## config.mk

```make
export PLATFORM = sky130hd
export DESIGN_NAME = contiguous_ring_region_manager
export DESIGN_NICKNAME = d
export VERILOG_FILES = /design/src/hdl/crrm_pkg.sv /design/src/hdl/crrm_step.sv /design/src/hdl/contiguous_ring_region_manager.sv
export SDC_FILE = /design/constraint.sdc
export NUM_CORES = 2
export LEC_CHECK = 0
export ABC_AREA = 1
export BUFFER_PORTS_ARGS = -buffer_cell sky130_fd_sc_hd__clkbuf_2
export CELL_PAD_IN_SITES_DETAIL_PLACEMENT = 1
export CELL_PAD_IN_SITES_GLOBAL_PLACEMENT = 1
export CORE_ASPECT_RATIO = 1.2
export CORE_UTILIZATION = 48
export DETAILED_ROUTE_END_ITERATION = 16
export PLACE_DENSITY = 0.86
export REMOVE_ABC_BUFFERS = 1
export SETUP_SLACK_MARGIN = 0.05
export SLEW_MARGIN = 20
export SYNTH_ARGS = -nofsm -noshare
export SYNTH_HDL_FRONTEND = slang
export SYNTH_HIERARCHICAL = 1
export SYNTH_SLANG_ARGS = --single-unit
```

## constraint.sdc

```tcl
create_clock -name clk -period 20.1 [get_ports clk]
set_input_delay 4.02 -clock clk [delete_from_list [all_inputs] [get_ports clk]]
set_output_delay 4.02 -clock clk [all_outputs]
set_load 0.01 [all_outputs]
```

## src/hdl/crrm_pkg.sv

```systemverilog
// crrm_pkg: request and result types and operation codes for the contiguous ring
// region manager. Has no dependencies; the step logic and the top level use it.
`timescale 1ns / 1ps

package crrm_pkg;

    localparam int FIELD_W  = 16;
    localparam int OPCODE_W = 2;
    localparam int CFG_W    = 5;

    localparam logic [OPCODE_W-1:0] OP_WR_ACQ = 2'd0;
    localparam logic [OPCODE_W-1:0] OP_WR_REL = 2'd1;
    localparam logic [OPCODE_W-1:0] OP_RD_ACQ = 2'd2;
    localparam logic [OPCODE_W-1:0] OP_RD_REL = 2'd3;

    localparam logic [CFG_W-1:0] SIZE_LOG2_RESET = 5'd16;

    typedef struct packed {
        logic [OPCODE_W-1:0] opcode;
        logic [FIELD_W-1:0]  count;
    } req_t;

    typedef struct packed {
        logic               granted;
        logic [FIELD_W-1:0] offset;
        logic [FIELD_W-1:0] length;
        logic [FIELD_W-1:0] write_space;
        logic [FIELD_W-1:0] read_available;
    } rsp_t;

endpackage

```

## src/hdl/crrm_step.sv

```systemverilog
// crrm_step: combinational next-state and result logic for one descriptor request.
// Depends on crrm_pkg for the request and result types and the operation codes.
`timescale 1ns / 1ps

module crrm_step #(
    parameter int MAX_SIZE_LOG2 = 16,
    parameter int POSITION_BITS = 32
) (
    input  logic [crrm_pkg::CFG_W-1:0] size_log2,
    input  crrm_pkg::req_t             req,
    input  logic [POSITION_BITS-1:0]   wr_pos,
    input  logic [POSITION_BITS-1:0]   rd_pos,
    input  logic [POSITION_BITS-1:0]   gap_pos,
    input  logic [MAX_SIZE_LOG2:0]     gap_len,
    input  logic [MAX_SIZE_LOG2:0]     pend_len,
    output logic [POSITION_BITS-1:0]   wr_pos_next,
    output logic [POSITION_BITS-1:0]   rd_pos_next,
    output logic [POSITION_BITS-1:0]   gap_pos_next,
    output logic [MAX_SIZE_LOG2:0]     gap_len_next,
    output logic [MAX_SIZE_LOG2:0]     pend_len_next,
    output crrm_pkg::rsp_t             rsp
);

    localparam int GW = MAX_SIZE_LOG2 + 1;
    localparam int AW = ((POSITION_BITS > GW) ? POSITION_BITS : GW) + 2;
    localparam int PW = POSITION_BITS;
    localparam logic [AW-1:0] SAT_MAX = AW'(16'hFFFF);

    function automatic logic [PW-1:0] pos_dist(input logic [PW-1:0] pos,
                                               input logic [PW-1:0] base);
        return pos - base;
    endfunction

    logic [crrm_pkg::CFG_W-1:0] eff_log2;
    logic [AW-1:0] ring_size;
    logic [AW-1:0] rmask;
    logic [AW-1:0] used;
    logic [AW-1:0] space;
    logic [AW-1:0] cnt;
    logic [AW-1:0] wr_ofs;
    logic [AW-1:0] wr_linear;
    logic [AW-1:0] rel_sum;
    logic [AW-1:0] wr_adv;
    logic          at_gap;
    logic [PW-1:0] rd_skip;
    logic [GW-1:0] gap_len_skip;
    logic [AW-1:0] used_skip;
    logic [AW-1:0] dg_skip;
    logic [AW-1:0] avail_skip;
    logic [AW-1:0] rd_ofs;
    logic [AW-1:0] rd_linear;
    logic [AW-1:0] dg_now;
    logic [AW-1:0] rd_limit;
    logic [AW-1:0] rd_take;
    logic          granted;
    logic [AW-1:0] offset;
    logic [AW-1:0] length;
    logic [AW-1:0] used_f;
    logic [AW-1:0] space_f;
    logic [AW-1:0] dg_f;
    logic [AW-1:0] avail_f;

    // effective size is clamped to 1..MAX_SIZE_LOG2
    always_comb
    begin
        if (size_log2 == '0)
            eff_log2 = crrm_pkg::CFG_W'(1);
        else if (size_log2 > crrm_pkg::CFG_W'(MAX_SIZE_LOG2))
            eff_log2 = crrm_pkg::CFG_W'(MAX_SIZE_LOG2);
        else
            eff_log2 = size_log2;
    end

    assign ring_size = AW'(1) << eff_log2;
    assign rmask     = ring_size - AW'(1);
    assign used      = AW'(pos_dist(wr_pos, rd_pos));
    assign space     = (used < ring_size) ? ring_size - used - AW'(1) : '0;
    assign cnt       = AW'(req.count);
    assign wr_ofs    = AW'(wr_pos) & rmask;
    assign wr_linear = ring_size - wr_ofs;

    // write release: a pending wrap gap is committed together with the data
    assign rel_sum = (pend_len != '0) ? AW'(pend_len) + cnt : cnt;
    assign wr_adv  = (rel_sum > space) ? space : rel_sum;

    // read acquire: step over a finished wrap gap first
    assign at_gap       = (gap_len != '0) && (rd_pos == gap_pos);
    assign rd_skip      = at_gap ? rd_pos + PW'(gap_len) : rd_pos;
    assign gap_len_skip = at_gap ? '0 : gap_len;
    assign used_skip    = AW'(pos_dist(wr_pos, rd_skip));
    assign dg_skip      = AW'(pos_dist(gap_pos, rd_skip));
    assign avail_skip   = (gap_len_skip != '0 && dg_skip != '0 && dg_skip <= used_skip)
                          ? dg_skip : used_skip;
    assign rd_ofs       = AW'(rd_skip) & rmask;
    assign rd_linear    = ring_size - rd_ofs;

    // read release: never consume past an active gap or the written data
    assign dg_now   = AW'(pos_dist(gap_pos, rd_pos));
    assign rd_limit = (gap_len != '0 && dg_now <= used) ? dg_now : used;
    assign rd_take  = (cnt > rd_limit) ? rd_limit : cnt;

    always_comb
    begin
        wr_pos_next   = wr_pos;
        rd_pos_next   = rd_pos;
        gap_pos_next  = gap_pos;
        gap_len_next  = gap_len;
        pend_len_next = pend_len;
        granted       = 1'b1;
        offset        = '0;
        length        = '0;
        unique case (req.opcode)
            crrm_pkg::OP_WR_ACQ:
            begin
                granted = 1'b0;
                if (!(cnt >= ring_size || cnt > space))
                begin
                    pend_len_next = '0;
                    if (cnt > wr_linear)
                    begin
                        // wrap to offset zero, the tail becomes a gap
                        if (gap_len == '0 && cnt + wr_linear <= space)
                        begin
                            pend_len_next = GW'(wr_linear);
                            granted       = 1'b1;
                        end
                    end
                    else
                    begin
                        granted = 1'b1;
                        offset  = wr_ofs;
                    end
                end
            end
            crrm_pkg::OP_WR_REL:
            begin
                if (pend_len != '0)
                begin
                    gap_pos_next  = wr_pos;
                    gap_len_next  = pend_len;
                    pend_len_next = '0;
                end
                wr_pos_next = wr_pos + PW'(wr_adv);
            end
            crrm_pkg::OP_RD_ACQ:
            begin
                granted = 1'b0;
                if (!(at_gap && used < AW'(gap_len)))
                begin
                    rd_pos_next  = rd_skip;
                    gap_len_next = gap_len_skip;
                    if (avail_skip != '0)
                    begin
                        granted = 1'b1;
                        offset  = rd_ofs;
                        length  = (avail_skip < rd_linear) ? avail_skip : rd_linear;
                    end
                end
            end
            crrm_pkg::OP_RD_REL:
            begin
                rd_pos_next = rd_pos + PW'(rd_take);
            end
        endcase
    end

    // status after the step
    assign used_f  = AW'(pos_dist(wr_pos_next, rd_pos_next));
    assign space_f = (used_f < ring_size) ? ring_size - used_f - AW'(1) : '0;
    assign dg_f    = AW'(pos_dist(gap_pos_next, rd_pos_next));

    always_comb
    begin
        avail_f = used_f;
        if (gap_len_next != '0 && dg_f == '0 && used_f >= AW'(gap_len_next))
            avail_f = used_f - AW'(gap_len_next);
        else if (gap_len_next != '0 && dg_f != '0 && dg_f <= used_f
                 && used_f - dg_f >= AW'(gap_len_next))
            avail_f = used_f - AW'(gap_len_next);
    end

    assign rsp.granted        = granted;
    assign rsp.offset         = offset[crrm_pkg::FIELD_W-1:0];
    assign rsp.length         = length[crrm_pkg::FIELD_W-1:0];
    assign rsp.write_space    = (space_f > SAT_MAX) ? 16'hFFFF
                                                    : space_f[crrm_pkg::FIELD_W-1:0];
    assign rsp.read_available = (avail_f > SAT_MAX) ? 16'hFFFF
                                                    : avail_f[crrm_pkg::FIELD_W-1:0];

endmodule

```

## src/hdl/contiguous_ring_region_manager.sv

```systemverilog
// contiguous_ring_region_manager: descriptor bookkeeping for a contiguous byte ring.
// A request is captured in the request register; its result is registered once the
// result register is free. Throughput: one request per cycle while out_ready is high,
// set by the single-pass step logic between the two registers. Reset (rst_n low,
// asynchronous) empties the ring and sets size_log2 to 16; a configuration write
// also empties the ring. Depends on crrm_pkg and crrm_step.
`timescale 1ns / 1ps

module contiguous_ring_region_manager #(
    parameter int MAX_SIZE_LOG2 = 16,
    parameter int POSITION_BITS = 32
) (
    input  logic                       clk,
    input  logic                       rst_n,
    input  logic                       cfg_wr_en,
    input  logic [crrm_pkg::CFG_W-1:0] cfg_wr_data,
    input  logic                       in_valid,
    output logic                       in_ready,
    input  crrm_pkg::req_t             in_data,
    output logic                       out_valid,
    input  logic                       out_ready,
    output crrm_pkg::rsp_t             out_data
);

    localparam int GW = MAX_SIZE_LOG2 + 1;
    localparam int PW = POSITION_BITS;

    logic [crrm_pkg::CFG_W-1:0] size_log2_reg;
    logic [PW-1:0]              wr_pos_reg, wr_pos_next;
    logic [PW-1:0]              rd_pos_reg, rd_pos_next;
    logic [PW-1:0]              gap_pos_reg, gap_pos_next;
    logic [GW-1:0]              gap_len_reg, gap_len_next;
    logic [GW-1:0]              pend_len_reg, pend_len_next;
    logic                       in_vld_reg, in_vld_next;
    logic                       out_vld_reg, out_vld_next;
    crrm_pkg::req_t             req_reg;
    crrm_pkg::rsp_t             rsp_reg, rsp_next;
    logic                       in_fire;
    logic                       step_go;

    // a held request executes once the result register is free
    assign step_go  = in_vld_reg && (!out_vld_reg || out_ready);
    assign in_ready = !in_vld_reg || step_go;
    assign in_fire  = in_valid && in_ready;

    assign in_vld_next  = in_fire ? 1'b1 : (step_go ? 1'b0 : in_vld_reg);
    assign out_vld_next = step_go ? 1'b1 : (out_ready ? 1'b0 : out_vld_reg);

    crrm_step #(
        .MAX_SIZE_LOG2 (MAX_SIZE_LOG2),
        .POSITION_BITS (POSITION_BITS)
    ) u_step (
        .size_log2     (size_log2_reg),
        .req           (req_reg),
        .wr_pos        (wr_pos_reg),
        .rd_pos        (rd_pos_reg),
        .gap_pos       (gap_pos_reg),
        .gap_len       (gap_len_reg),
        .pend_len      (pend_len_reg),
        .wr_pos_next   (wr_pos_next),
        .rd_pos_next   (rd_pos_next),
        .gap_pos_next  (gap_pos_next),
        .gap_len_next  (gap_len_next),
        .pend_len_next (pend_len_next),
        .rsp           (rsp_next)
    );

    always_ff @(posedge clk or negedge rst_n)
    begin
        if (!rst_n)
        begin
            size_log2_reg <= crrm_pkg::SIZE_LOG2_RESET;
            wr_pos_reg    <= '0;
            rd_pos_reg    <= '0;
            gap_pos_reg   <= '0;
            gap_len_reg   <= '0;
            pend_len_reg  <= '0;
            in_vld_reg    <= 1'b0;
            out_vld_reg   <= 1'b0;
        end
        else
        begin
            in_vld_reg  <= in_vld_next;
            out_vld_reg <= out_vld_next;
            if (cfg_wr_en)
            begin
                // new size restarts the ring empty
                size_log2_reg <= cfg_wr_data;
                wr_pos_reg    <= '0;
                rd_pos_reg    <= '0;
                gap_pos_reg   <= '0;
                gap_len_reg   <= '0;
                pend_len_reg  <= '0;
            end
            else if (step_go)
            begin
                wr_pos_reg   <= wr_pos_next;
                rd_pos_reg   <= rd_pos_next;
                gap_pos_reg  <= gap_pos_next;
                gap_len_reg  <= gap_len_next;
                pend_len_reg <= pend_len_next;
            end
        end
    end

    always_ff @(posedge clk)
    begin
        if (in_fire)
            req_reg <= in_data;
        if (step_go)
            rsp_reg <= rsp_next;
    end

    assign out_valid = out_vld_reg;
    assign out_data  = rsp_reg;

    // a wrap is only pending while no gap is active
    a_pend_excl_gap: assert property (@(posedge clk) disable iff (!rst_n)
        (pend_len_reg != '0) |-> (gap_len_reg == '0))
        else $error("pending wrap gap while a gap is active");

    // the write position never runs a full ring ahead of the read position
    a_used_below_size: assert property (@(posedge clk) disable iff (!rst_n)
        (PW'(wr_pos_reg - rd_pos_reg) < (PW + GW)'(1) << size_log2_reg)
        || (size_log2_reg == '0))
        else $error("ring occupancy reached ring size");

    // a configuration write leaves the ring empty
    a_cfg_clears: assert property (@(posedge clk) disable iff (!rst_n)
        cfg_wr_en |=> (wr_pos_reg == '0 && rd_pos_reg == '0
                       && gap_len_reg == '0 && pend_len_reg == '0))
        else $error("ring not cleared by configuration write");

endmodule
```

# Yosys cells after proc, flatten, opt, wreduce, memory -nomap -nowiden
# Cells that the tools add are included.
# word_totals
in_bits,28
mem_bits_rw,0
n_memories,0
latchBits,0
ff_bits,220
romBits,0
out_inout_bits,67
# classes
bitwise,4
n_lt_le_gt_ge,18
div,0
multipliers,0
n_addsub,20
mux,52
shift,1
eq_ne,6
reduce_logical,35
# ops
cell,count
$mux 32,15
$sub 32x32->32,6
$mux 17,11
$mux 34,4
$gt 16x34->1,3
$lt 32x34->1,3
$reduce_bool 34->1,3
$sub 34x1->34 const B,3
$le 32x32->1,3
$mux 16,5
$and 32x34->34,2
$gt 34x16->1 const B,2
$pmux 17 s2,2
$reduce_bool 17->1,4
$sub 34x32->34,2
$sub 34x34->34,2
$add 32x32->32,2
$pmux 32 s2,1
$add 16x34->34,1
$ge 16x34->1,1
$ge 34x17->1,1
$gt 34x34->1,1
$le 34x34->1,1
$logic_not 34->1,1
29 further kinds,57

# Depth between registers and ports, before layout
# logic_depth
depth_word,18
ltp_mapped,113

# Modules after synthesis
# The synthesis kept the hierarchy.
# by_module_without_submodules
module,seq_area_each_um2,n_inst,area_per_inst_um2,cells_per_inst
crrm_step,0.0,1,36438.7,6313
contiguous_ring_region_manager,5921.9,1,8361.8,707

# Worst setup path after synthesis
# No wires, ideal clock.
# synth_path
path_kind,register -> register
start,register rd_pos_reg[0]
end,"register rsp_reg (netlist bit out_data[14]), data pin"
t_required_ns,19.834
synth_period_minus_slack_ns,13.735
setup_ns,0.266
slack_ns,6.365
arrival_time_ns,13.469
path_stages_with_launch,105
cell_sequence,dfrtp_1 ha_1 fa_1 nor2_1 a211oi_1 o21ai_0 nand2_1 o211ai_1 nand2_1 nand3_1 nand2_1 nand2_1 nand2_1 nand2_1 nand2_1 nand2_1 inv_1 o21ai_0 [69 not listed] nor3_1 nand3_1 nor2_1 nand4_1 nor2_1 nand3_1 nand2_1 inv_1 nand3_2 nand2_2 buf_4 nand3_1 nand2_1 nor2_1 nand2_1 nor2_4 buf_6 nand4_2
# synth_via
elab_chain_cells,16
word_cells_on_any_way,45
cone_classes,add/sub (11); order compare (9); eq/ne (1); mux (13); reduce/logical (11)
# synth_lines
item,line_no,rtl
from (decl),contiguous_ring_region_manager.sv:30,"logic [PW-1:0] rd_pos_reg, rd_pos_next;"
from (signal assigned),contiguous_ring_region_manager.sv:98,rd_pos_reg <= rd_pos_next;
"parallel branches: the longest is 14 deep, another holds $sub 34x32->34",--,
$mux 34 (*),crrm_step.sv:175,if (gap_len_next != '0 && dg_f == '0 && used_f >= AW'(gap_len_next))
$gt 34x16->1,crrm_step.sv:187,assign rsp.read_available = (avail_f > SAT_MAX) ? 16'hFFFF
to (signal assigned),contiguous_ring_region_manager.sv:111,rsp_reg <= rsp_next;
to (decl),contiguous_ring_region_manager.sv:37,"crrm_pkg::rsp_t rsp_reg, rsp_next;"
# Every way passes the cells marked *.
# A chain may end at the register's enable or synchronous reset.

# Final worst setup path
# layout_path
start,register rd_pos_reg[1]
end,"register rsp_reg (netlist bit out_data[1]), data pin"
# The elaborated chain is that of the path after synthesis.

==> impl_metrics.json <==
{
  "status": "finished clean",
  "r2r_start": "rd_pos_reg[1]",
  "root_buffer": "clkbuf_16",
  "viasPerCell": 6.30,
  "regToRegSetupSlack_ns": 1.63,
  "netlist_area_sq_mm": 0.0448,
  "period_minus_slack_ns": 18.47,
  "totalWireLength_mm": 230,
  "path_clk_slew_ns": 0.07,
  "num_vias": 53200,
  "crit_fanout": 41,
  "cp_common_cell": "nand2_1",
  "hold_start": "size_log2_reg[1]",
  "dieArea_sq_mm": 0.0946,
  "first_global_vias": 53200,
  "antenna_found_initial": 13,
  "path_delay_family": "compound AO/OA/AOI/OAI gates",
  "slowest_delay_ns": 0.58,
  "postRouteAntennaNets": 0,
  "setup_tns_ns": 0,
  "maxSlewHeadroom_pct": 9.17,
  "avgSynthCellArea_sq_um": 6.38,
  "cts_tree": "yes",
  "rsz0062_at_grt": "no",
  "core_area_sq_mm": 0.0924,
  "io_buffers": 94,
  "critPathArrivalTime_ns": 18.79,
  "final_area_sq_mm": 0.0483,
  "drt_iter0_drc": 4486,
  "synth_common_cells": "nand2_1 (1653), inv_1 (885), ha_1 (724), a21oi_1 (594), nor2_1 (533)",
  "grtUsageTotal_pct": 47.2,
  "syn_inst": 7020,
  "clk_latency_ns": 0.65,
  "clockBufferDepth": 3,
  "synth_area_leaders": "ha_1 (20%), nand2_1 (14%), dfrtp_1 (7.6%), inv_1 (7.4%), a21oi_1 (6.6%)",
  "synth_flop_cell": "dfrtp_1",
  "h-tree-depth": 1,
  "grt_pass1_wl_mm": 335,
  "nets": 7953,
  "yosys.area.top_type": "ha_1",
  "dp_hpwl_mm": 187,
  "placed_area_sq_mm": 0.0473,
  "crit_buf_inv": 17,
  "io_pins": 95,
  "routedWlPerCell_um": 27.2,
  "post-route-period-util_pct": 91.9,
  "post-synth-top-count-cell": "nand2_1",
  "grt_max_degree": 125,
  "final_layout_size_suffix_gt1_share_pct": 6.73,
  "critPathRequiredTime_ns": 20.43,
  "worstSetupPathType": "flip-flop to flip-flop",
  "ys_seq_elements": 220,
  "clock_sinks": 220,
  "synth-seq-area-share_pct": 13.2,
  "area_growth_pct": 7.92,
  "fin_skew_ns": 0.0336,
  "die_h_um": 337,
  "rows": 122,
  "setup_viol_count_final": 0,
  "cpMaxStageDelayCell": "dfrtp_1",
  "fmax_ghz": 0.0542,
  "synth_top_area_share_pct": 20.2,
  "synth_cell_types": 74,
  "hold_viol": 0,
  "numCtsBuffers": 30,
  "startpoint": "rd_pos_reg[1]",
  "place_congestion": 1.05,
  "die_w_um": 281,
  "slew_viol_final": 0,
  "async_flop_share_pct": 62.3,
  "initial_core_util_pct": 48.5,
  "overflow": 0,
  "hold_class": "flip-flop to flip-flop",
  "drc": 0,
  "cp-start-kind": "flip-flop",
  "ys_warn_count": 6,
  "synth_edf_count": 83,
  "worstMarginPinSlew_ns": 1.36,
  "dr.pass1.iters": 6,
  "maxCapViolCount": 0,
  "postCtsSetupRepairBufs": 0,
  "crit_path_end_kind": "flip-flop",
  "largest_reg_flops": 65
}
tightest hold or removal path: stages (launching register included):
cell	delay, ns
dfrtp_1	0.39
nand2_1	0.07
nand2_1	0.05
kinds of logic after synthesis:
| family | after synthesis | synth area share (%) |
|---|---|---|
| simple gates | 3213 | 31.7 |
| compound gates | 1385 | 17.4 |
| xor+xnor | 336 | 6.59 |
| mux | 18 | 0.452 |
| other cells | 2 | 0.0168 |
| flops | 220 | 13.2 |
| buf+inv | 1107 | 9.71 |
| fa+ha+maj | 739 | 20.9 |
routing by layer:
metal | global-route usage (%) | routed length [um] | up-vias
met5 | 0 | 80 | -
met4 | 42.8 | 24400 | 12
met3 | 10.3 | 20300 | 952
met2 | 73.9 | 98900 | 2630
met1 | 53.8 | 86200 | 25600
li1 | - | - | 24100
cells in the final DEF (no fill, tap or decap), drive strengths merged, types with 42 or more instances in the layout:
cell       n
nand2   1701
o21ai    464
xor2     234
nand3    471
xnor2    102
ha       724
nor3     101
clkbuf   132
dfrtp    136
a21oi    597
or2       42
o211ai    67
nor2     560
buf      122
conb      95
edfxtp    83
nand4    256
inv      925
area by class of cell:
| cell class | instances | area (sq um) |
|---|---|---|
| clock buffer | 39 | 815 |
| antenna | 7 | 17.5 |
| timing repair buffer | 215 | 1400 |
| tap | 1240 | 1550 |
| sequential | 220 | 5930 |
| inverter | 933 | 3510 |
| multi-input combinational | 5786 | 35000 |
| fill | 12800 | 44000 |
| clock inverter | 16 | 174 |
path summary, 6_finish.rpt:
kind                               endpoint  cells after the start
min                        size_log2_reg[1]                      2
min in group asynchronous   pend_len_reg[8]                      1
max in group asynchronous    wr_pos_reg[12]                      3
max                             out_data[1]                    101
min reg2reg                size_log2_reg[1]                      2
max reg2reg                     out_data[1]                    101
through the flow:
stage,util (%),setup slack (ns),std cells,hold slack [ns]
global placement,51.2,2.09,8394,0.496
CTS,52.3,1.46,8449,0.538
floorplan,-,5.49,6939,0.465
finish,52.4,1.63,8456,0.535
detailed placement,51.2,1.71,8394,0.500
global route,52.3,0.157,8449,0.552
timing repair:
action	CTS	global route
hold buffers	0	0
endpoints found under the setup margin	0	16
gates resized for setup	0	3
Power is left out: the tool's default activity adds up to more than one toggle a clock period on the data nets, which glitch-free logic cannot reach.
